<file path="src/hw/rtl/vbap_pkg.sv">
// shared widths, register indexes and helper functions of the stereo panner
package vbap_pkg;

    localparam int POS_W   = 16;
    localparam int COEF_W  = 16;
    localparam int RAMP_W  = 16;
    localparam int SMP_W   = 24;
    localparam int GAIN_W  = 32;
    localparam int MUL_W   = 33;
    localparam int PROD_W  = 2 * MUL_W;
    localparam int RAD_W   = 64;
    localparam int ROOT_W  = RAD_W / 2;
    localparam int DIVN_W  = 63;
    localparam int QUO_W   = 31;
    localparam int CNT_W   = 5;
    localparam int CFG_IDX_W = 3;

    localparam logic [CFG_IDX_W-1:0] CFG_INV_M11   = 3'd0;
    localparam logic [CFG_IDX_W-1:0] CFG_INV_M12   = 3'd1;
    localparam logic [CFG_IDX_W-1:0] CFG_INV_M21   = 3'd2;
    localparam logic [CFG_IDX_W-1:0] CFG_INV_M22   = 3'd3;
    localparam logic [CFG_IDX_W-1:0] CFG_RAMP_STEP = 3'd4;

    localparam logic [COEF_W-1:0] RST_INV_DIAG = 16'd4096;
    localparam logic [COEF_W-1:0] RST_INV_OFF  = 16'd0;
    localparam logic [RAMP_W-1:0] RST_RAMP     = 16'd1024;

    localparam logic [QUO_W-1:0] Q30_ONE = 31'h4000_0000;

    // clamp a 50-bit two's complement value into 32 bits
    function automatic logic [GAIN_W-1:0] sat_to_32(input logic [49:0] v);
        logic [18:0] top;
        top = v[49:31];
        if ((&top) || (~|top)) begin
            return v[31:0];
        end else if (v[49]) begin
            return 32'h8000_0000;
        end else begin
            return 32'h7FFF_FFFF;
        end
    endfunction

    // clamp a 27-bit two's complement value into 24 bits
    function automatic logic [SMP_W-1:0] sat_to_24(input logic [26:0] v);
        logic [3:0] top;
        top = v[26:23];
        if ((&top) || (~|top)) begin
            return v[23:0];
        end else if (v[26]) begin
            return 24'h80_0000;
        end else begin
            return 24'h7F_FFFF;
        end
    endfunction

    function automatic logic fits_24(input logic [26:0] v);
        return (&v[26:23]) || (~|v[26:23]);
    endfunction

endpackage

</file>
<file path="src/hw/rtl/vbap_mul.sv">
// shared signed multiplier with registered product
module vbap_mul import vbap_pkg::*; (
    input  logic                     i_clk,
    input  logic signed [MUL_W-1:0]  i_a,
    input  logic signed [MUL_W-1:0]  i_b,
    output logic signed [PROD_W-1:0] o_prod
);

    logic signed [PROD_W-1:0] r_prod;

    always_ff @(posedge i_clk) begin
        r_prod <= i_a * i_b;
    end

    assign o_prod = r_prod;

endmodule

</file>
<file path="config.mk">
export PLATFORM = sky130hd
export DESIGN_NAME = vbap_mul
export DESIGN_NICKNAME = d
export VERILOG_FILES = /design/src/hw/rtl/vbap_pkg.sv /design/src/hw/rtl/vbap_mul.sv
export SDC_FILE = /design/constraint.sdc
export NUM_CORES = 2
export LEC_CHECK = 0
export ABC_AREA = 1
export ABC_CLOCK_PERIOD_IN_PS = 9750
export BUFFER_PORTS_ARGS = -buffer_cell sky130_fd_sc_hd__clkbuf_2
export CAP_MARGIN = 25
export CORE_ASPECT_RATIO = 0.5
export CORE_MARGIN = 2
export CORE_UTILIZATION = 25
export CTS_CLUSTER_DIAMETER = 80
export DETAILED_ROUTE_END_ITERATION = 6
export GPL_TIMING_DRIVEN = 0
export SLEW_MARGIN = 20
export SYNTH_ARGS = -nofsm -noshare
export SYNTH_HDL_FRONTEND = slang
export SYNTH_SLANG_ARGS = --single-unit
</file>
<file path="constraint.sdc">
create_clock -name i_clk -period 9.75 [get_ports i_clk]
set_clock_uncertainty 0.1 [all_clocks]
set_input_delay 0.975 -clock i_clk [delete_from_list [all_inputs] [get_ports i_clk]]
set_output_delay 0.975 -clock i_clk [all_outputs]
set_load 0.02 [all_outputs]
</file>
======== Word-level counts from Yosys, hierarchy flattened ========
Index checks and enable logic that the tools add are counted.
storage, ports and cells
  word-level logic and storage cells ...... 2
  output and inout bits ................... 66
  register bits ........................... 66
  input bits .............................. 67
operators by class
  multiply operators ...................... 1
operators by type and width
  kind                                            number
  33-bit by 33-bit multiplier with 66-bit output  1

======== Longest topological paths before layout ========
  depth in word-level cells ............... 1
  gate-level depth with buffers ........... 34

======== Worst setup path before layout ========
Ideal clock, no wire load.
  path type ............................... input -> register
  start ................................... input port i_a[32]
  end ..................................... register r_prod[60], in the netlist o_prod[60]
  slack ................................... 1.919 ns
  stages .................................. 23
  data required time ...................... 9.537 ns
  arrival ................................. 7.618 ns
  library setup time ...................... 0.113 ns
  path buffers ............................ 2
  cells stage by stage .................... clkbuf_1 clkbuf_1 nand2_1 inv_1 fa_1 fa_1 fa_1 fa_1 inv_1 fa_1 fa_1 fa_1 fa_1 inv_1 ha_1 nand2_1 nor2_1 inv_1 nor3_1 nand2_1 and2_0 nand4_1 nand2_1
on the way
  longest elaborated chain between the ends .. 1
RTL lines
  item                                            line            text
  from (decl)                                     vbap_mul.sv:4   input logic signed [MUL_W-1:0] i_a,
  33-bit by 33-bit multiplier with 66-bit output  vbap_mul.sv:12  r_prod <= i_a * i_b;
  to (signal assigned)                            vbap_mul.sv:12
  to (decl)                                       vbap_mul.sv:9   logic signed [PROD_W-1:0] r_prod;
Every way passes these cells.

======== Final worst setup path ========
  start ................................... input port i_a[32]
  end ..................................... register r_prod[49], in the netlist o_prod[49]
The elaborated chain is that of the path after synthesis.

==> results.cfg <==
[timing]
max_slew_margin_pct = 18.9
fin_crit_ns = 9.24
timing.fmax_mhz = 108
slew_violations = 0
finalSetupTns_ns = 0
finalSetupViolations = 0
tightestPinTransition_ns = 1.22
hold_slack_ns = 1.07
finalCritPeriodShare_pct = 94.8
rsz0062_at_grt = no
finalHoldViolCount = 0

[synthesis]
synth_area_sq_um = 43200
synthCells = 5543
synth_top_area_cell = fa_1
ys_seq_area_share_pct = 3.06
yosys_warnings = 0
synth_seq_cells = 66
syn_nets = 6972
ys.flop_type = dfxtp_1
synth_cell_types = 35
synth-edff-count = 0
yosysTopAreaCellShare_pct = 53.1
async_flop_share_pct = 0
synth_area_leaders = fa_1 (53%), inv_1 (16%), nand2_1 (13%), ha_1 (6.3%), dfxtp_1 (3.1%)
syn_avg_cell_area_sq_um = 7.79

[finish]
drive_gt1_share_pct = 3.62
largest_reg_flops = 66
fillers = 18700
multiInputGateArea_sq_um = 33800
mostFrequentLayoutCell = inv_1
final_cell_mix = inv_1 (1894), nand2_1 (1517), fa_1 (1143)
seq_area_sq_um = 1320
nets = 7093
stdcell_area_sq_um = 47300
area_growth_pct = 9.65

[worst_setup_path]
cp_cell_sequence = clkbuf_1 -> clkbuf_1 -> nand2_1 -> inv_1 -> fa_1 -> fa_1 -> fa_2 -> inv_1 -> fa_1 -> fa_1 -> fa_1 -> fa_1 -> fa_1 -> inv_1 -> ha_1 -> nand2_1 -> inv_1 -> nand2_1 -> nor2_2 -> inv_1 -> nor2_2 -> o21ai_0 -> nand4_1 -> nand2_1
worst_ep_arrival_time_ns = 9.36
critical_path_peak_fanout = 10
crit_buf_inv = 7
criticalPathCategory = input pin to register
cpLargestDelayFamily = adder cells
max_stage_delay_ns = 0.89
start_kind = input pin
cp.required_ns = 9.86
cp-end-kind = register
cpMostUsedCell = fa_1
slowest_stage = fa_2

[clock_network]
cts_hold_buf = 0
path_clk_slew_ns = 0.06
cts_buffers = 9
root_buffer = clkbuf_16
h-tree-depth = 3
cts_buffer_depth = 2
postCtsSetupRepairBufs = 0
cts_sinks = 66
cts_tree = yes
post_cts_resize_count = 0

[place]
dpl.hpwl_um = 150000
portBuffers = 67
place.gp.congestion = 1.02
placed_cell_area_sq_um = 46800

[floorplanning]
die_x_um = 592
start_util_pct = 25.3
fp-row-count = 107
die-area_sq_um = 176000
ios = 133
dieHeight_um = 298
core_sq_um = 171000

[global_routing]
grt_pass1_vias = 37700
overflow = 0
grt_use_total_pct = 20.2
grt_pass1_wl_um = 255000
antenna_found_initial = 20
grt_max_degree = 17

[drt]
dr_total_vias = 35700
drt-total-wl_um = 175000
avgViaCountPerCell = 4.47
drt_iter0_markers = 3449
drc_errors = 0
detail-route-antenna-nets = 0
post_drt_wl_per_cell_um = 22.0
dr.pass1.iters = 6

[run_status]
status = complete, no violations

[job]
max_cap_viol_count = 0

[min_path]
worstHoldPathType = input pin to register
==> final timing paths <==
check                            end  depth (start not counted)  slack (ns)     from
hold / removal     o_prod[0]$_DFF_P_                          3        1.07   i_a[0]
setup / recovery  o_prod[49]$_DFF_P_                         24        0.51  i_a[32]
==> routing by layer <==
metal | global-route usage (%) | vias up | routed length (um)
li1 | - | 15300 | -
met1 | 24.8 | 18000 | 65600
met2 | 32.3 | 1883 | 78000
met3 | 4.71 | 498 | 18100
met4 | 12.2 | 12 | 13100
met5 | 0 | - | 72
==> final cells by class <==
| cell class | instances | area share [%] |
|---|---|---|
| plain buffers | 263 | 2.13 |
| inverters | 1895 | 15.0 |
| repair buffers | 110 | 1.94 |
| flip-flops and latches | 66 | 2.79 |
| clock buffers | 10 | 0.505 |
| multi-input cells | 3319 | 71.3 |
| clock inverters | 6 | 0.188 |
| diodes | 12 | 0.0634 |
| well taps | 2289 | 6.05 |
==> worst min-delay path, delay by kind of cell <==
family	cells	cell delay (ns)
buffers and inverters	2	0.33
and+or+nand+nor	1	0.15
==> kinds of logic (layout without fill, tap and decap cells) <==
group	after synthesis	after routing	synth area share (%)
other cells	0	12	0
buf+inv	2158	2284	18.8
flops	66	66	3.06
fa+ha+maj	1362	1362	59.4
xor+xnor	41	41	0.832
simple gates	1810	1810	16.6
compound gates	106	106	1.38
==> cell usage after synthesis (17+ instances only) <==
cell      number
clkbuf_1     262
inv_1       1894
nor2_2        20
a21oi_1       61
xor2_1        37
nand2_2       17
nand4_1       19
dfxtp_1       66
nor2_1       131
nand2_1     1517
nand3_1       70
o21ai_0       19
fa_1        1145
ha_1         217
==> through the flow <==
stage	std cells	setup WS, ns	utilization, %
finish	7970	0.506	27.7
global route	7965	0.114	27.7
CTS	7945	0.191	27.6
detailed placement	7929	-0.141	27.4
global placement	7899	-0.771	27.1
floorplan	5543	1.92	-
Power is not shown: default switching activity piles up to over one toggle a cycle in this logic, so the estimate is an artifact.
