===== src/hw/rtl/vbap_pkg.sv =====
// shared widths, register indexes and helper functions of the stereo panner
package vbap_pkg;

    localparam int POS_W   = 16;
    localparam int COEF_W  = 16;
    localparam int RAMP_W  = 16;
    localparam int SMP_W   = 24;
    localparam int GAIN_W  = 32;
    localparam int MUL_W   = 33;
    localparam int PROD_W  = 2 * MUL_W;
    localparam int RAD_W   = 64;
    localparam int ROOT_W  = RAD_W / 2;
    localparam int DIVN_W  = 63;
    localparam int QUO_W   = 31;
    localparam int CNT_W   = 5;
    localparam int CFG_IDX_W = 3;

    localparam logic [CFG_IDX_W-1:0] CFG_INV_M11   = 3'd0;
    localparam logic [CFG_IDX_W-1:0] CFG_INV_M12   = 3'd1;
    localparam logic [CFG_IDX_W-1:0] CFG_INV_M21   = 3'd2;
    localparam logic [CFG_IDX_W-1:0] CFG_INV_M22   = 3'd3;
    localparam logic [CFG_IDX_W-1:0] CFG_RAMP_STEP = 3'd4;

    localparam logic [COEF_W-1:0] RST_INV_DIAG = 16'd4096;
    localparam logic [COEF_W-1:0] RST_INV_OFF  = 16'd0;
    localparam logic [RAMP_W-1:0] RST_RAMP     = 16'd1024;

    localparam logic [QUO_W-1:0] Q30_ONE = 31'h4000_0000;

    // clamp a 50-bit two's complement value into 32 bits
    function automatic logic [GAIN_W-1:0] sat_to_32(input logic [49:0] v);
        logic [18:0] top;
        top = v[49:31];
        if ((&top) || (~|top)) begin
            return v[31:0];
        end else if (v[49]) begin
            return 32'h8000_0000;
        end else begin
            return 32'h7FFF_FFFF;
        end
    endfunction

    // clamp a 27-bit two's complement value into 24 bits
    function automatic logic [SMP_W-1:0] sat_to_24(input logic [26:0] v);
        logic [3:0] top;
        top = v[26:23];
        if ((&top) || (~|top)) begin
            return v[23:0];
        end else if (v[26]) begin
            return 24'h80_0000;
        end else begin
            return 24'h7F_FFFF;
        end
    endfunction

    function automatic logic fits_24(input logic [26:0] v);
        return (&v[26:23]) || (~|v[26:23]);
    endfunction

endpackage


===== src/hw/rtl/vbap_isqrt.sv =====
// iterative floor square root, two radicand bits per cycle
module vbap_isqrt import vbap_pkg::*; (
    input  logic              i_clk,
    input  logic              i_rst_n,
    input  logic              i_start,
    input  logic [RAD_W-1:0]  i_radicand,
    output logic              o_done,
    output logic [ROOT_W-1:0] o_root
);

    logic              r_busy;
    logic              r_done;
    logic [CNT_W-1:0]  r_cnt;
    logic [RAD_W-1:0]  r_num;
    logic [ROOT_W-1:0] r_rem;
    logic [ROOT_W-1:0] r_root;

    logic [ROOT_W+1:0] w_trial_in;
    logic [ROOT_W+1:0] w_trial;
    logic [ROOT_W+1:0] w_diff;
    logic              w_take;

    // remainder stays below twice the partial root, so its top bits are free
    assign w_trial_in = {r_rem, r_num[RAD_W-1 -: 2]};
    assign w_trial    = {r_root, 2'b01};
    assign w_diff     = w_trial_in - w_trial;
    assign w_take     = (w_trial_in >= w_trial);

    always_ff @(posedge i_clk) begin
        if (!i_rst_n) begin
            r_busy <= 1'b0;
            r_done <= 1'b0;
            r_cnt  <= '0;
        end else begin
            r_done <= 1'b0;
            if (i_start) begin
                r_busy <= 1'b1;
                r_cnt  <= '0;
            end else if (r_busy) begin
                r_cnt <= r_cnt + 1'b1;
                if (r_cnt == CNT_W'(ROOT_W - 1)) begin
                    r_busy <= 1'b0;
                    r_done <= 1'b1;
                end
            end
        end
    end

    always_ff @(posedge i_clk) begin
        if (i_start) begin
            r_num  <= i_radicand;
            r_rem  <= '0;
            r_root <= '0;
        end else if (r_busy) begin
            r_num <= {r_num[RAD_W-3:0], 2'b00};
            if (w_take) begin
                r_rem  <= w_diff[ROOT_W-1:0];
                r_root <= {r_root[ROOT_W-2:0], 1'b1};
            end else begin
                r_rem  <= w_trial_in[ROOT_W-1:0];
                r_root <= {r_root[ROOT_W-2:0], 1'b0};
            end
        end
    end

    assign o_done = r_done;
    assign o_root = r_root;

endmodule


===== config.mk =====
export PLATFORM = sky130hd
export DESIGN_NAME = vbap_isqrt
export DESIGN_NICKNAME = d
export VERILOG_FILES = /design/src/hw/rtl/vbap_pkg.sv /design/src/hw/rtl/vbap_isqrt.sv
export SDC_FILE = /design/constraint.sdc
export NUM_CORES = 1
export LEC_CHECK = 0
export ABC_AREA = 1
export BUFFER_PORTS_ARGS = -buffer_cell sky130_fd_sc_hd__buf_2
export CAP_MARGIN = 20
export CORE_MARGIN = 2
export CORE_UTILIZATION = 63
export DETAILED_ROUTE_END_ITERATION = 10
export PLACE_DENSITY = 0.86
export SLEW_MARGIN = 20
export SYNTH_ARGS = -nofsm -noshare
export SYNTH_HDL_FRONTEND = slang
export SYNTH_SLANG_ARGS = --single-unit

===== constraint.sdc =====
create_clock -name i_clk -period 5.7 [get_ports i_clk]
set_clock_uncertainty 0.15 [all_clocks]
set_input_delay 0.57 -clock i_clk [delete_from_list [all_inputs] [get_ports i_clk]]
set_output_delay 0.57 -clock i_clk [all_outputs]
set_load 0.03 [all_outputs]

Yosys cells after proc, flatten, opt, wreduce, memory -nomap -nowiden
Index checks and enable logic that the tools add are counted.
{ "classes": {"n_addsub": 2, "multipliers": 0, "n_div": 0, "magnitude_cmp": 1, "n_eq_ne": 1, "shift": 0, "mux": 8, "n_bitwise": 2, "n_reduce_logical": 3} }
{ "op_table": {"columns": ["operator", "n"], "rows": [
  ["64-bit two-way mux", 2],
  ["34-bit greater-or-equal comparator", 1],
  ["32-bit two-way mux", 1],
  ["32-bit subtractor", 1],
  ["5-bit by 1-bit adder with 5-bit output, second input constant", 1],
  ["5-bit equality test, second input constant", 1],
  ["1-bit two-way mux", 5],
  ["3-bit OR reduction", 1],
  ["1-bit NOT", 2],
  ["2-bit nonzero test", 1],
  ["2-bit OR reduction", 1]
]} }
{ "word_totals": {"ff_bits": 135, "latchBits": 0, "mem_bits_rw": 0, "romBits": 0, "input_bits": 67, "elab_cells": 23, "mem_count": 0} }

Longest topological paths before layout
{ "depth": {"word_depth": 4, "depth_mapped": 17} }

Least setup slack after synthesis
Ideal clock, no wire load.
{ "synth_timing": {"kind": "in2reg", "startpoint": "in i_start", "endpoint": "reg r_num[0], enable pin", "setup_time_ns": 0.454, "arrival_ns": 2.704, "t_required_ns": 5.096, "path_slack_ns": 2.392, "path_stages": 3, "path_cell_list": "nor2_1 > clkinv_1 > clkbuf_1"} }
{ "synth_via": {"elab_chain_len": 1} }
{ "synth_lines": {"columns": ["item", "line_no", "text"], "rows": [
  ["start: declaration", "vbap_isqrt.sv:5", "input logic i_start,"],
  ["2-bit nonzero test (no source line)", null, null],
  ["end signal: assignment", "vbap_isqrt.sv:51", "r_num <= i_radicand;"],
  ["end signal: assignment", "vbap_isqrt.sv:55", "r_num <= {r_num[RAD_W-3:0], 2'b00};"],
  ["end: declaration", "vbap_isqrt.sv:14", "logic [RAD_W-1:0] r_num;"]
]} }
Every way passes these cells.
A chain may end at the register's enable or synchronous reset.

Worst setup path in the final report
{ "layout_timing": {"startpoint": "reg r_root[27], in the netlist o_root[27]", "endpoint": "reg r_rem[31]"} }
{ "layout_via": {"elab_chain_len": 2, "elab_cells_between_ends": 3, "classes_between": "add/sub (1); order compare (1); mux (1)"} }
{ "layout_lines": {"columns": ["item", "line_no", "text"], "rows": [
  ["start: declaration", "vbap_isqrt.sv:16", "logic [ROOT_W-1:0] r_root;"],
  ["start signal: assignment", "vbap_isqrt.sv:58", "r_root <= {r_root[ROOT_W-2:0], 1'b1};"],
  ["start signal: assignment", "vbap_isqrt.sv:61", "r_root <= {r_root[ROOT_W-2:0], 1'b0};"],
  ["32-bit subtractor / 34-bit greater-or-equal comparator (equally long branches)", "vbap_isqrt.sv:26, vbap_isqrt.sv:27", null],
  ["32-bit two-way mux (*)", "vbap_isqrt.sv:56", "if (w_take) begin"],
  ["end signal: assignment", "vbap_isqrt.sv:57", "r_rem <= w_diff[ROOT_W-1:0];"],
  ["end signal: assignment", "vbap_isqrt.sv:60", "r_rem <= w_trial_in[ROOT_W-1:0];"],
  ["end: declaration", "vbap_isqrt.sv:15", "logic [ROOT_W-1:0] r_rem;"]
]} }
Mark *: on every way between the ends. The rest lies on a longest branch, timed or not.

==> summary.txt <==
Clock network
  • CTS tree: done
  • Clk sinks: 135
  • Max Root-Sink Buffers: 2
  • Buffer count from post-CTS setup fixing: 0
  • Cts repair resizes: 0
  • Clock root cell: clkbuf_16
  • Cts hold-fix bufs: 0
  • Num CTS Buffers: 17
  • Clock latency on the worst-skew pair: 0.43 ns
  • Clock H-tree levels: 4
  • Clk pin slew, worst setup/hold paths: 0.06 ns

Placed design
  • IO buf count: between 90 and 100
  • Placer Congestion: 0.997
  • Hpwl dp: 14.3 mm

Setup path
  • Crit path kind: flop to flop
  • Arrival time at the worst endpoint: 3.35 ns
  • R2r setup slk: approximately 2.5 ns
  • Reg2reg start: o_root[27]
  • FF-to-FF path depth: 12
  • Worst path required time: 5.87 ns
  • CP Max Fanout: 33
  • Startpoint Class: flop
  • RR Endpoint: r_rem[31]
  • CP endpoint kind: flop

Drt
  • DRC viols: 0
  • Iter 0 DRT Violations: 595
  • Via count: between 7000 and 8000
  • Routed WL: roughly 20 mm
  • DR WL met2: ~9 mm
  • Antenna-violating nets left: 0
  • Detail Route met3 WL: 1.63 mm
  • Met1 wire length: 8.44 mm
  • Vias per inst: 5.28
  • Avg WL per Cell: 13.8 um
  • Top Layer Used: met4
  • 1st-pass router iterations: 5

Timing
  • Final hold vios: 0
  • Max-Slew Margin vs Limit: 36.3%
  • Fmax achieved: 315 MHz
  • Final min period: 3.18 ns
  • Final TNS setup: 0 ns
  • Final period util: 55.8%
  • Max Slew Vio Count: 0
  • Worst Tran Pin Value: roughly 0.95 ns
  • RSZ-0062 raised after global routing: false
  • Final setup violation count: 0

Synthesis
  • Ys async rst share: 0%
  • Syn_nets: 1265
  • Yosys warns: 0
  • Synth area leaders: nand2_1, edfxtp_1, dfxtp_1, inv_1, ha_1
  • #FFs+latches synth: 135
  • Syn Std Cell Area: around 0.008 mm^2
  • Seq/Total Area, Yosys: roughly two fifths
  • Top cell type's share of synthesized area: 25.6%
  • Synth unique cells: 37
  • Post-Synthesis Cells: 1162
  • Number of synthesized flops with an enable pin: 64
  • Mapped Avg Cell Area: 6.89 um^2
  • Area leader, netlist: nand2_1
  • Top_reg_cell synth: dfxtp_1

Cells and area
  • Multi-input gate area: 0.00390 mm^2
  • Final Net Count: 1357
  • Leading cell type in the layout, fill and taps excluded: nand2_1
  • Fill count: 1034
  • Core Util, Final: between 70% and 80%
  • Register area: 0.00334 mm^2
  • Commonest cells after routing, fill and taps aside: nand2_1, inv_1, buf_2
  • Layout cells sized above 1: 12.4%
  • Synth-to-layout area growth: 14.6%
  • N_diodes: 0

Floorplan
  • Die area: 0.0136 mm^2
  • Site Rows: 41
  • Starting Density: 64.0%
  • Core area: about 0.013 mm^2
  • Die Wd: 117 um
  • Die height: between 100 and 150 um
  • IO Pins: 100

Global route
  • Gr usage total: 30.7%
  • Largest net degree at the start of global routing: 68
  • Antenna violations before repair: 0
  • Grt ovf: 0
  • First-pass GRT wire length: ~32 mm
  • Vias in the first global route: 7016

Power and ir drop
  • Peak supply drop: 0.258 mV
  • Pwr Density: approximately 500 mW/mm^2
  • Leakage: 4.93 nW

Worst hold path
  • Min-Delay Endpoint: o_done
  • Worst hold path depth: 3
  • Hold Crit Start: i_rst_n
  • Hold/Removal Path Class: input pin to flop

Status
  • Status: finished clean

Flow run
  • Max-cap violations: 0
==> through the flow <==
step	instance area [um^2]	cells	hold slack [ns]	worst slack, ns	power [mW]
4_1_cts	9160	1437	0.224	2.63	4.59
5_1_grt	9180	1438	0.238	2.36	5.01
3_5_place_dp	8610	1406	0.300	2.51	3.56
6_report	9180	1438	0.232	2.52	4.65
3_3_place_gp	8610	1406	0.297	2.53	3.52
2_1_floorplan	8010	1162	0.280	2.39	3.09
==> worst max path at each step <==
stage               slack (ns)         to  cells past startpoint        from
floorplan                 2.39   r_num[0]                      3     i_start
global placement          2.53  r_num[24]                      6     i_start
detailed placement        2.51  r_num[20]                      6     i_start
CTS                       2.63  r_rem[31]                     14  o_root[21]
global route              2.36  r_rem[31]                     16  o_root[17]
finish                    2.52  r_rem[31]                     12  o_root[27]
==> power breakdown <==
group          switching [mW]  internal, mW
Clock                   0.437         0.600
Combinational            1.64         0.778
Sequential             0.0585          1.13
Total                    2.14          2.51
==> critical path, cell delays in order (launching register included) <==
cell and delay [ns]:
dfxtp_1 0.33, inv_1 0.07, ha_1 0.39, a21oi_1 0.22
nand2_1 0.09, a21oi_1 0.15, nand2_1 0.11, nor2_4 0.65
nand2_8 0.29, nand2_2 0.30, nand2_1 0.12, nand2_1 0.10
nand2_1 0.06
==> flip-flops by register name, summed over array words and instances, names as in the netlist <==
| register | cells |
|---|---|
| r_busy | 1 |
| o_done | 1 |
| r_num | 64 |
| o_root | 32 |
| r_rem | 32 |
| r_cnt | 5 |
==> cells in the mapped netlist, types with 2 or more instances <==
cell / instances
edfxtp_1: 64
nor2_4: 2
ha_1: 36
xor2_1: 14
o21bai_1: 2
nor3_1: 6
nand3_1: 78
buf_4: 2
buf_2: 2
buf_6: 3
nor2_2: 5
clkbuf_1: 24
nand2_1: 546
nand3b_1: 10
nor2_1: 45
nand4_1: 10
o21ai_0: 4
nand2_2: 6
dfxtp_1: 71
inv_1: 161
o22ai_1: 31
a21oi_1: 24
or2_2: 2
==> layer usage <==
layer	vias to the layer above	track usage, %
met5	-	0
met4	0	13.1
met3	53	7.94
met2	321	49.6
met1	3383	39.1
li1	3834	-
==> cells by family (layout without fill, tap and decap cells) <==
kind of cell / Yosys count / in the layout / synth area share, %
AND/OR/NAND/NOR: 716 / 716 / 36.7
buffers and inverters: 195 / 299 / 9.55
flip-flops: 135 / 135 / 41.8
AO/OA/AOI/OAI: 66 / 66 / 4.78
adder cells (fa/ha/maj): 36 / 36 / 5.63
XOR/XNOR: 14 / 14 / 1.53
==> final cells by class <==
class,count,share of cell area [%]
multi-input cells,832,42.5
flip-flops and latches,135,36.4
inverters,163,6.68
repair buffers,105,5.97
clock buffers,18,4.68
well taps,172,2.35
clock inverters,13,1.35
Power figures use the tool's default switching activity.
