--- config.mk ---
export PLATFORM = sky130hd
export DESIGN_NAME = vbap_div
export DESIGN_NICKNAME = d
export VERILOG_FILES = /design/src/hw/rtl/vbap_pkg.sv /design/src/hw/rtl/vbap_div.sv
export SDC_FILE = /design/constraint.sdc
export NUM_CORES = 1
export LEC_CHECK = 0
export ABC_AREA = 1
export BUFFER_PORTS_ARGS = -buffer_cell sky130_fd_sc_hd__buf_2
export CELL_PAD_IN_SITES_DETAIL_PLACEMENT = 1
export CELL_PAD_IN_SITES_GLOBAL_PLACEMENT = 2
export CORE_ASPECT_RATIO = 0.9
export CORE_MARGIN = 1.5
export CORE_UTILIZATION = 35
export DETAILED_ROUTE_END_ITERATION = 10
export PLACE_DENSITY_LB_ADDON = 0.1
export SETUP_SLACK_MARGIN = 0.1
export SKIP_CTS_REPAIR_TIMING = 1
export SYNTH_ARGS = -nofsm -noshare
export SYNTH_HDL_FRONTEND = slang
export SYNTH_SLANG_ARGS = --single-unit
--- constraint.sdc ---
create_clock -name i_clk -period 5.1 [get_ports i_clk]
set_input_delay 1.02 -clock i_clk [delete_from_list [all_inputs] [get_ports i_clk]]
set_output_delay 1.02 -clock i_clk [all_outputs]
set_load 0.005 [all_outputs]
--- src/hw/rtl/vbap_pkg.sv ---
// shared widths, register indexes and helper functions of the stereo panner
package vbap_pkg;

    localparam int POS_W   = 16;
    localparam int COEF_W  = 16;
    localparam int RAMP_W  = 16;
    localparam int SMP_W   = 24;
    localparam int GAIN_W  = 32;
    localparam int MUL_W   = 33;
    localparam int PROD_W  = 2 * MUL_W;
    localparam int RAD_W   = 64;
    localparam int ROOT_W  = RAD_W / 2;
    localparam int DIVN_W  = 63;
    localparam int QUO_W   = 31;
    localparam int CNT_W   = 5;
    localparam int CFG_IDX_W = 3;

    localparam logic [CFG_IDX_W-1:0] CFG_INV_M11   = 3'd0;
    localparam logic [CFG_IDX_W-1:0] CFG_INV_M12   = 3'd1;
    localparam logic [CFG_IDX_W-1:0] CFG_INV_M21   = 3'd2;
    localparam logic [CFG_IDX_W-1:0] CFG_INV_M22   = 3'd3;
    localparam logic [CFG_IDX_W-1:0] CFG_RAMP_STEP = 3'd4;

    localparam logic [COEF_W-1:0] RST_INV_DIAG = 16'd4096;
    localparam logic [COEF_W-1:0] RST_INV_OFF  = 16'd0;
    localparam logic [RAMP_W-1:0] RST_RAMP     = 16'd1024;

    localparam logic [QUO_W-1:0] Q30_ONE = 31'h4000_0000;

    // clamp a 50-bit two's complement value into 32 bits
    function automatic logic [GAIN_W-1:0] sat_to_32(input logic [49:0] v);
        logic [18:0] top;
        top = v[49:31];
        if ((&top) || (~|top)) begin
            return v[31:0];
        end else if (v[49]) begin
            return 32'h8000_0000;
        end else begin
            return 32'h7FFF_FFFF;
        end
    endfunction

    // clamp a 27-bit two's complement value into 24 bits
    function automatic logic [SMP_W-1:0] sat_to_24(input logic [26:0] v);
        logic [3:0] top;
        top = v[26:23];
        if ((&top) || (~|top)) begin
            return v[23:0];
        end else if (v[26]) begin
            return 24'h80_0000;
        end else begin
            return 24'h7F_FFFF;
        end
    endfunction

    function automatic logic fits_24(input logic [26:0] v);
        return (&v[26:23]) || (~|v[26:23]);
    endfunction

endpackage

--- src/hw/rtl/vbap_div.sv ---
// iterative restoring divider, one quotient bit per cycle
module vbap_div import vbap_pkg::*; (
    input  logic              i_clk,
    input  logic              i_rst_n,
    input  logic              i_start,
    input  logic [DIVN_W-1:0] i_num,
    input  logic [ROOT_W-1:0] i_den,
    output logic              o_done,
    output logic [QUO_W-1:0]  o_quo
);

    logic              r_busy;
    logic              r_done;
    logic [CNT_W-1:0]  r_cnt;
    logic [QUO_W-1:0]  r_num;
    logic [ROOT_W-1:0] r_rem;
    logic [ROOT_W-1:0] r_den;
    logic [QUO_W-1:0]  r_quo;

    logic [ROOT_W:0]   w_part;
    logic [ROOT_W:0]   w_diff;
    logic              w_take;

    assign w_part = {r_rem, r_num[QUO_W-1]};
    assign w_diff = w_part - {1'b0, r_den};
    assign w_take = (w_part >= {1'b0, r_den});

    always_ff @(posedge i_clk) begin
        if (!i_rst_n) begin
            r_busy <= 1'b0;
            r_done <= 1'b0;
            r_cnt  <= '0;
        end else begin
            r_done <= 1'b0;
            if (i_start) begin
                r_busy <= 1'b1;
                r_cnt  <= '0;
            end else if (r_busy) begin
                r_cnt <= r_cnt + 1'b1;
                if (r_cnt == CNT_W'(QUO_W - 1)) begin
                    r_busy <= 1'b0;
                    r_done <= 1'b1;
                end
            end
        end
    end

    // quotient fits in QUO_W bits, so the top part starts below the divisor
    always_ff @(posedge i_clk) begin
        if (i_start) begin
            r_rem <= i_num[DIVN_W-1 -: ROOT_W];
            r_num <= i_num[QUO_W-1:0];
            r_den <= i_den;
            r_quo <= '0;
        end else if (r_busy) begin
            r_num <= {r_num[QUO_W-2:0], 1'b0};
            r_quo <= {r_quo[QUO_W-2:0], w_take};
            r_rem <= w_take ? w_diff[ROOT_W-1:0] : w_part[ROOT_W-1:0];
        end
    end

    assign o_done = r_done;
    assign o_quo  = r_quo;

endmodule

# Word-level counts from Yosys, hierarchy flattened
# Cells that the tools add are included.
# Widths: inputs -> output; s select.
# totals
ff_bits	133
inputBits	98
out_inout_bits	32
wordCells	25
# classes
addsub	2
n_lt_le_gt_ge	1
eq_ne	1
mux	9
n_bitwise	2
reduce_logical	3
# op_table
operator	count
$mux 32	3
$mux 31	2
$ge 33x32->1	1
$sub 32x32->32	1
$add 5x1->5 const B	1
$eq 5x5->1 const B	1
$mux 1	4
$reduce_or 3->1	1
$not 1->1	2
$reduce_bool 2->1	1
$reduce_or 2->1	1

# Depth between registers and ports, before layout
# Gate-level depths: netlist of run 1.
# depth
depth_word	4
depth_mapped	17
ltp_nobuf	16

# Least setup slack after synthesis of run 1
# Ideal clock, no wire load.
# synth_timing
kind	in2reg
startpoint	input i_start
endpoint	register r_num[0], enable pin
setup_time_ns	0.452
arrival_time_ns	3.096
t_required_ns	4.648
path_slack_ns	1.552
cell_stages	3
cell_sequence	nor2_1 > inv_1 > clkbuf_1
# synth_via
elab_chain_len	1
# synth_lines
element	line_no	rtl
start: declaration	vbap_div.sv:5	input logic i_start,
$reduce_bool 2->1 (no line)	-	
end signal: assignment	vbap_div.sv:52	r_num <= i_num[QUO_W-1:0];
end signal: assignment	vbap_div.sv:56	r_num <= {r_num[QUO_W-2:0], 1'b0};
end: declaration	vbap_div.sv:15	logic [QUO_W-1:0] r_num;
# Every way passes these cells.
# A chain may end at the register's enable or synchronous reset.

# Final worst setup path of run 1
# layout_timing
startpoint	register r_rem[15]
endpoint	register r_rem[27] (data pin)
# layout_via
elab_chain_len	4
# layout_lines
element	line_no	rtl
start: declaration	vbap_div.sv:16	logic [ROOT_W-1:0] r_rem;
start signal: assignment	vbap_div.sv:51	r_rem <= i_num[DIVN_W-1 -: ROOT_W];
start signal: assignment	vbap_div.sv:58	r_rem <= w_take ? w_diff[ROOT_W-1:0] : w_part[ROOT_W-1:0];
$sub 32x32->32 / $ge 33x32->1 (equally long branches)	vbap_div.sv:25, vbap_div.sv:26	
$mux 32 (*)	vbap_div.sv:58	
$mux 32 (*)	vbap_div.sv:55	end else if (r_busy) begin
$mux 32 (*)	vbap_div.sv:50	if (i_start) begin
# Mark *: on every way between the ends. The rest lies on a longest branch, timed or not. The select of a mux whose other input is x is not followed.

==> summary.md, run 1 <==
| Metric | Value |
|---|---|
| Status | `completed` |
| Pin count of the biggest net entering global routing | `64` |
| Final worst path period share | `56.50%` |
| Synth Register Bits | `133` |
| Layout fillers | `2897` |
| Crit. End Element | `flip-flop` |
| Clock Latency Late Sink | `between 0.4 and 0.5 ns` |
| Met1 WL | `11070 um` |
| R2R cell count | `12` |
| Post-synth ARST share | `0%` |
| Total CTS buffers | `17` |
| Post-Syn Instances | `1085` |
| Worst-path clk slew | `approximately 0.070 ns` |
| Origin of the critical flop-to-flop path | `r_rem[15]` |
| Die H | `around 150 um` |
| Final #Nets | `1342` |
| Post-route cell area | `approximately 0.0096 mm2` |
| Crit Path Max Fanout | `33` |
| Area growth from synthesis to layout | `18.98%` |
| Arr. time, crit path | `roughly 3.1 ns` |
| DR top layer | `met5` |
| Hold_sp | `o_quo[4]` |
| Reg-to-Reg End | `r_rem[27]` |
| WP data required | `~5.3 ns` |
| CTS tree | `done` |
| Tmin final | `2.881 ns` |
| Slew HR | `41.75%` |
| Syn Area/Cell | `roughly 7.4 um2` |
| Hold crit path type | `flip-flop to flip-flop` |
| CTS H-Tree Depth | `4` |
| FMAX | `347.1 MHz` |
| # Max-Cap Violations | `0` |
| GRT Total Usage | `20.05%` |
| Hold_ws | `roughly 0.49 ns` |
| First-pass GRT wire length | `roughly 37000 um` |
| CTS root buffer | `clkbuf_16` |
| Starting Density | `35.67%` |
| Core area | `0.02251 mm2` |
| Port Buffers | `129` |
| CTS Sinks | `133` |
| Post-Syn Area | `0.008029 mm2` |
| Total grt overflow | `0` |
| Routability Congestion | `~0.85` |
| Wirelength, routed | `22900 um` |
| Iteration-0 DRC Markers | `216` |
| DRT Pass-1 Iters | `6` |
| Nature of the critical path startpoint | `flip-flop` |
| Post-DP Area | `0.008937 mm2` |
| Worst slew pin tran | `0.8737 ns` |
| Max-slew violations | `0` |
| Post-synth EDFFs | `95` |
| Die X | `~160 um` |
| Share of layout cells above drive strength 1 | `14.65%` |
| Final setup fails | `0` |
| Layout Skew | `0.01458 ns` |
| Fin. Hold Viols | `0` |
| Critical path class | `flip-flop to flip-flop` |
| Clock Path Buffers | `2` |
| Post-synth top flop | `edfxtp_1` |
| # IOs | `between 100 and 150` |
| Vias | `~7000` |
| Routed vias/inst | `4.607` |
| Power Dens Cells | `408.6 mW/mm2` |
| Die area | `0.02386 mm2` |
| Post-route ant nets | `0` |
| Initial antenna violation count | `3` |
| RSZ-0062 raised after global routing | `false` |
| Met2 wire length | `10390 um` |
| Sequential share of the synthesized area | `45.01%` |
| Drt drc | `0` |
| Leak | `4.938 nW` |
| Core Rows | `between 50 and 60` |
| DP Cell Count | `1487` |
| Distinct cells, synth | `38` |
| Synthesis Warnings | `0` |
| Peak supply drop | `0.2182 mV` |
| Routed wl met3 | `1142 um` |
| Flop-to-flop setup slack | `2.22 ns` |
| Non-filler cells, final | `1520` |
| Total power | `3.903 mW` |
| Routed WL per cell | `15.07 um` |
| Syn Nets | `1218` |
| Setup TNS | `0 ns` |
| Vias in the first global route | `7215` |
| Hold Path Sink | `o_quo[4]` |
| Hold depth | `2` |
| Detail Placement HPWL | `about 17000 um` |
per-layer routing:
layer	global-route usage, %	vias up
met5	0	-
met4	5.183	4
met2	32.65	114
met1	26.28	3216
li1	-	3648
met3	5.398	21
where the power goes:
part / internal (mW) / total (mW) / switching (mW) / leakage, nW
registers: 1.30 / 1.34 / 0.0475 / 1.26
clock network: 0.768 / 1.32 / 0.550 / 0.303
logic: 0.436 / 1.24 / 0.806 / 3.37
logic make-up after synthesis:
logic type | count (synthesis) | share of synthesized area [%]
buf+inv | 231 | 11.36
xor+xnor | 14 | 1.527
fa+ha+maj | 35 | 5.548
simple gates | 614 | 32.21
compound gates | 58 | 4.348
flops | 133 | 45.01
per-stage QoR:
stage                     worst slack, ns  util (%)
after floorplan                     1.552         -
after global placement              2.098     39.70
after detailed placement            2.097     39.70
after CTS                           2.145     42.42
after global routing                1.949     42.42
final                               2.219     42.44
worst max-delay path by stage:
stage / slack [ns] / end / from
3_5_place_dp: 2.10 / r_num[21] / i_start
6_report: 2.22 / r_rem[27] / r_rem[15]
5_1_grt: 1.95 / r_rem[30] / r_rem[27]
4_1_cts: 2.15 / r_rem[30] / r_rem[27]
3_3_place_gp: 2.10 / r_num[21] / i_start
2_1_floorplan: 1.55 / r_num[0] / i_start
cells in the mapped netlist, types with 2 or more instances:
master	n	area, um2
clkbuf_1	14	52.55
nor2_1	52	195.2
buf_2	6	30.03
nor3b_1	2	15.01
a21oi_1	17	85.08
o22ai_1	29	181.4
buf_1	5	18.77
edfxtp_1	95	2853
xnor2_1	14	122.6
and2_1	2	12.51
o21ai_0	4	20.02
nand3_1	72	360.4
nand2_2	4	25.02
ha_1	34	425.4
nor3_1	6	30.03
o21a_1	2	15.01
clkinv_1	2	7.510
nand2_4	2	22.52
nand3b_1	26	195.2
dfxtp_1	38	760.7
nand4_1	11	68.82
nand2_1	432	1622
buf_6	3	33.78
inv_1	199	747.0
area by class of cell:
cell class	instances	area, um2	share of cell area [%]
sequential	133	3613	37.83
inverter	201	755.7	7.911
antenna	1	2.502	0.02620
multi-input combinational	721	3503	36.67
timing repair buffer	135	693.2	7.256
clock buffer	19	454.2	4.754
clock inverter	13	158.9	1.663
tap	297	371.6	3.890
worst max-delay path, stage by stage, from the launching register on:
cell,delay (ns)
edfxtp_1,0.41
ha_1,0.39
nand2_1,0.15
nor2_1,0.26
nand2_1,0.09
nand2_1,0.08
inv_1,0.07
nand2_2,0.09
nand2_4,0.27
nand2_4,0.45
nand3_1,0.20
nand2_1,0.11
nand2_1,0.05
registers in the layout (all words and copies together) (netlist names):
signal  count
o_done      1
o_quo      31
r_busy      1
r_cnt       5
r_den      32
r_num      31
r_rem      32
placed cells by master, fill, tap and decap left out, drive strengths merged, types with 11 or more instances in the layout:
| master | instances |
|---|---|
| nand3 | 73 |
| xnor2 | 14 |
| nand4 | 11 |
| buf | 135 |
| clkbuf | 19 |
| o22ai | 29 |
| nand2 | 438 |
| nor2 | 54 |
| nand3b | 26 |
| inv | 206 |
| edfxtp | 95 |
| a21oi | 18 |
| ha | 34 |
| dfxtp | 38 |
Power figures use the tool's default switching activity.
==> run 2, diff against run 1 <==
Settings changed: ABC_AREA 1 to 0, CORE_UTILIZATION 35 to 37.
Clock period 5.1 ns to 3 ns, I/O delays scaled along.
==> summary.md, run 2 <==
| Metric | Value |
|---|---|
| Post-route ant nets | `0` |
| Fin. Hold Viols | `0` |
| Slew HR | `58.46%` |
| Hold crit path type | `input port to flip-flop` |
| Total CTS buffers | `17` |
| WP data required | `between 3 and 4 ns` |
| Port Buffers | `129` |
| Die H | `134.1 um` |
| Final #Nets | `just over 900` |
| Post-DP Area | `roughly 0.0085 mm2` |
| FMAX | `321.7 MHz` |
| Sequential share of the synthesized area | `51.12%` |
| Critical path class | `flip-flop to flip-flop` |
| Vias | `5225` |
| Final setup fails | `17` |
| Pin count of the biggest net entering global routing | `42` |
| CTS root buffer | `clkbuf_16` |
| Routability Congestion | `0.7895` |
| Die X | `148.7 um` |
| Synthesis Warnings | `0` |
| CP Buf/Inv Count | `3` |
| Post-synth ARST share | `0%` |
| Area leader, netlist | `edfxtp_1` |
| Detail Placement HPWL | `approximately 13000 um` |
| Iteration-0 DRC Markers | `162` |
| Area growth from synthesis to layout | `32.78%` |
| Power Dens Cells | `844.8 mW/mm2` |
| Post-Syn Area | `between 0.007 and 0.008 mm2` |
| First-pass GRT wire length | `roughly 28000 um` |
| GRT Total Usage | `18.09%` |
| Worst Slack Setup Final | `-0.1086 ns` |
| Arr. time, crit path | `3.28 ns` |
| Wirelength, routed | `17610 um` |
| Distinct cells, synth | `56` |
| DRT Pass-1 Iters | `5` |
| CP max stage cell | `edfxtp_1` |
| Total grt overflow | `0` |
| Failing checks | `setup timing` |
| Worst slew pin tran | `roughly 0.62 ns` |
| Nature of the critical path startpoint | `flip-flop` |
| Drt drc | `0` |
| Leak | `4.078 nW` |
| Routed vias/inst | `4.971` |
| Post-route cell area | `0.009387 mm2` |
| Final core utilization | `around half` |
| Synth Register Bits | `between 100 and 150` |
| Syn Nets | `between 700 and 800` |
| Commonest cells in the netlist | `edfxtp_1, mux2_2, nor2_1` |
| Final worst path period share | `103.6%` |
| # Max-Cap Violations | `0` |
| CP top delay family | `compound AO/OA/AOI/OAI gates` |
| Die area | `about 0.02 mm2` |
| Hold_ws | `0.3494 ns` |
| Worst-path cell chain | `inv_2 > ha_4 > inv_2 > fa_2 > a21o_1 > a221oi_2 > buf_4 > o31a_1 > o211ai_1 > a31o_2 > a31oi_4 > xnor2_1 > mux2_4 > mux2_2` |
| Core area | `0.01858 mm2` |
| Vias in the first global route | `5537` |
| Crit. End Element | `flip-flop` |
| Syn Area/Cell | `11.76 um2` |
| Synth top area share | `40.35%` |
| Tmin final | `slightly above 3 ns` |
| Layout Skew | `0.009014 ns` |
| CTS tree | `done` |
| Max-slew violations | `0` |
| RSZ-0062 raised after global routing | `true` |
| Post-synth EDFFs | `95` |
| Starting Density | `38.04%` |
| Most common cell after layout, fill and taps aside | `buf_2` |
| Crit path largest cell delay | `0.38 ns` |
| Crit Path Max Fanout | `3` |
| # IOs | `130` |
| Core Rows | `47` |
| Setup TNS | `-0.9919 ns` |
| Top area cells in the synthesized netlist | `edfxtp_1, dfxtp_1, mux2_2` |
| Layout fillers | `between 2000 and 2500` |
| Routed WL per cell | `16.76 um` |
| Most frequent cells in the layout | `buf_2, edfxtp_1, buf_4` |
| Initial antenna violation count | `5` |
| Status | `finished, violations left` |
| Most common cell in the netlist | `edfxtp_1` |
| CTS Sinks | `133` |
| Worst-path clk slew | `0.07 ns` |
| CTS H-Tree Depth | `4` |
| Most Frequent Cell on Critical Path | `inv_2` |
| Post-Syn Instances | `601` |
| DP Cell Count | `1001` |
| Peak supply drop | `0.4054 mV` |
| Clock Path Buffers | `2` |
| Share of layout cells above drive strength 1 | `42.39%` |
| Clock Latency Late Sink | `0.43 ns` |
| Post-synth top flop | `edfxtp_1` |
| Non-filler cells, final | `1051` |
| Biggest regs | `r_den (32), r_rem (32)` |
run 2: final timing paths:
kind	from	to	slack, ns	cells past startpoint
worst max-delay path	r_num[30]	r_rem[24]	-0.11	14
worst min-delay path	i_den[29]	r_den[29]	0.35	1
worst max register to register	r_num[30]	r_rem[24]	-0.11	14
worst min register to register	o_quo[30]	o_quo[30]	0.51	2
run 2: per-layer routing:
layer / up-vias / share of wire [%] / GRT usage (%)
met5: - / 0.062 / 0
met1: 2522 / 45 / 22.44
met2: 105 / 48 / 29.53
met3: 17 / 6.4 / 6.531
met4: 2 / 1.2 / 5.391
li1: 2579 / - / -
run 2: metrics by stage:
step,total power [mW],setup WS (ns)
detailed placement,5.468,-0.1257
finish,7.929,-0.1086
CTS,7.620,-0.1901
global route,8.416,-0.2416
global placement,5.408,-0.08799
floorplan,4.517,0.06652
run 2: where the power goes:
part | switching (mW) | internal, mW | total (mW)
Clock | 0.906 | 1.18 | 2.09
Sequential | 0.147 | 2.31 | 2.45
Combinational | 1.57 | 1.82 | 3.39
Total | 2.63 | 5.30 | 7.93
run 2: cells by family after synthesis:
logic type	synth area share, %
DFF	51.12
and+or+nand+nor	8.708
AOI/OAI and AO/OA	10.73
muxes	15.24
buffers and inverters	3.947
adders and majority gates	6.301
xor gates and xnor gates	3.965
run 2: layout make-up:
cell class / instances / area [um2] / share of cell area [%]
tap: 245 / 306.5 / 3.266
sequential: 133 / 3615 / 38.51
clock inverter: 14 / 157.7 / 1.680
clock buffer: 18 / 429.2 / 4.572
antenna: 4 / 10.01 / 0.1066
multi-input combinational: 399 / 3473 / 37.00
inverter: 42 / 157.7 / 1.680
timing repair buffer: 196 / 1237 / 13.18
==> run 3, diff against run 2 <==
Settings changed: CORE_ASPECT_RATIO 0.9 to 1.75.
==> summary.md, run 3 (synthesis gave the netlist of run 2 again) <==
| Metric | Value |
|---|---|
| Flop-to-flop setup slack | `-0.19 ns` |
| Crit. End Element | `flip-flop` |
| Worst Slack Setup Final | `-0.1852 ns` |
| Worst slew pin tran | `0.5806 ns` |
| Post-route ant nets | `0` |
| Arr. time, crit path | `3.37 ns` |
| Worst-path clk slew | `0.06 ns` |
| Tmin final | `between 3 and 4 ns` |
| Routed wl met3 | `908 um` |
| Clock Latency Late Sink | `0.44 ns` |
| Met1 WL | `6940 um` |
| Die X | `107.5 um` |
| Biggest regs | `r_den (32), r_rem (32)` |
| Reg-to-Reg End | `r_rem[29]` |
| CTS tree | `done` |
| Share of layout cells above drive strength 1 | `45.32%` |
| Crit Path Max Fanout | `4` |
| Hold_sp | `i_den[25]` |
| Die H | `between 150 and 200 um` |
| Power Dens Cells | `approximately 860 mW/mm2` |
| DR top layer | `met4` |
| Fin. Hold Viols | `0` |
| Die area | `0.01998 mm2` |
| Routed vias/inst | `a little over 5` |
| Area growth from synthesis to layout | `37.43%` |
| Peak supply drop | `0.3921 mV` |
| Initial antenna violation count | `0` |
| # IOs | `130` |
| Routed WL per cell | `18.22 um` |
| Critical path class | `flip-flop to flip-flop` |
| Most common cell after layout, fill and taps aside | `buf_2` |
| Core area | `about 0.019 mm2` |
| Final #Nets | `between 900 and 1000` |
| Status | `finished, violations left` |
| First-pass GRT wire length | `30150 um` |
| Setup TNS | `-1.347 ns` |
| Max-slew violations | `0` |
| Nature of the critical path startpoint | `flip-flop` |
| CTS Sinks | `~130` |
| Total CTS buffers | `17` |
| Layout Skew | `between 0.009 and 0.01 ns` |
| Slew HR | `between 60% and 70%` |
| Final worst path period share | `106.2%` |
| Final core utilization | `52.06%` |
| Vias in the first global route | `about 6000` |
| Most frequent cells in the layout | `buf_2, edfxtp_1, buf_4` |
| Leak | `between 4 and 5 nW` |
| Origin of the critical flop-to-flop path | `r_rem[0]` |
| Detail Placement HPWL | `13980 um` |
| FMAX | `roughly 310 MHz` |
| Total grt overflow | `0` |
| DRT Pass-1 Iters | `4` |
| Final setup fails | `19` |
| # Max-Cap Violations | `0` |
| Clock Path Buffers | `2` |
| Starting Density | `between 30% and 40%` |
| Non-filler cells, final | `1073` |
| Port Buffers | `roughly 130` |
| DP Cell Count | `1019` |
| Drt drc | `0` |
| WP data required | `3.19 ns` |
| GRT Total Usage | `20.17%` |
| Pre-CTS setup slack | `-0.1464 ns` |
| Iteration-0 DRC Markers | `between 150 and 200` |
| Core Rows | `66` |
| Met2 wire length | `roughly 11000 um` |
| CTS H-Tree Depth | `4` |
| Vias | `5400` |
| Failing checks | `setup timing` |
| RSZ-0062 raised after global routing | `true` |
| Wirelength, routed | `around 20000 um` |
| Hold crit path type | `input port to flip-flop` |
| Hold Path Sink | `r_den[25]` |
| Hold_ws | `between 0.3 and 0.4 ns` |
| Pin count of the biggest net entering global routing | `77` |
| Routability Congestion | `0.8275` |
| CTS root buffer | `clkbuf_16` |
| R2R cell count | `13` |
| Hold depth | `1` |
run 3: cell types whose count changed in the layout (fill, tap and decap cells not counted), moves of 3 or more:
cell      delta
a21oi_1      -7
mux2_2       -3
a21oi_2      +6
clkbuf_1     +3
ha_1         -3
buf_4       +24
mux2_4       +3
inv_8        -3
diode_2      -3
inv_6        -6
buf_6        +8
run 3: per-layer routing:
metal | global-route usage (%) | vias up
met5 | 0 | -
li1 | - | 2637
met2 | 38.98 | 106
met3 | 5.462 | 33
met4 | 9.368 | 0
met1 | 19.34 | 2624
run 3: critical path: stages (launching register included):
cell       delay (ns)
edfxtp_1         0.46
ha_4             0.28
nand3b_1         0.13
a21oi_2          0.08
o21a_1           0.23
o21a_1           0.24
o2111ai_4        0.24
a21oi_4          0.09
or2_4            0.26
buf_6            0.12
buf_6            0.12
buf_6            0.12
mux2_4           0.29
mux2_4           0.27
run 3: cell type report:
cell class              count  area [um2]
multi-input cells         399        3572
clock buffers              24       493.0
flip-flops and latches    133        3615
clock inverters             8       75.07
diodes                      1       2.502
well taps                 238       297.8
repair buffers            228        1503
inverters                  42       157.7
fillers                  2057        8947
run 3: per-stage QoR:
| stage | total power, mW | instance area (um2) |
|---|---|---|
| finish | 8.353 | 9716 |
| floorplan | 4.517 | 7183 |
| detailed placement | 5.667 | 8601 |
| CTS | 7.764 | 9169 |
| global route | 8.813 | 9713 |
| global placement | 5.582 | 8601 |
run 3: how the worst max path moves through the flow:
stage,slack (ns),to,from,cells past startpoint
floorplan,0.07,r_rem[24],r_num[30],13
global placement,-0.10,r_rem[24],r_num[30],14
detailed placement,-0.15,r_rem[24],r_num[30],14
CTS,-0.17,r_rem[12],r_num[30],14
global route,-0.27,r_rem[24],r_num[30],14
finish,-0.19,r_rem[29],r_rem[0],13
run 3: where the power goes:
part	switching, mW	internal, mW
Clock	0.805	1.23
Sequential	0.156	2.31
Combinational	1.75	2.11
Total	2.71	5.64
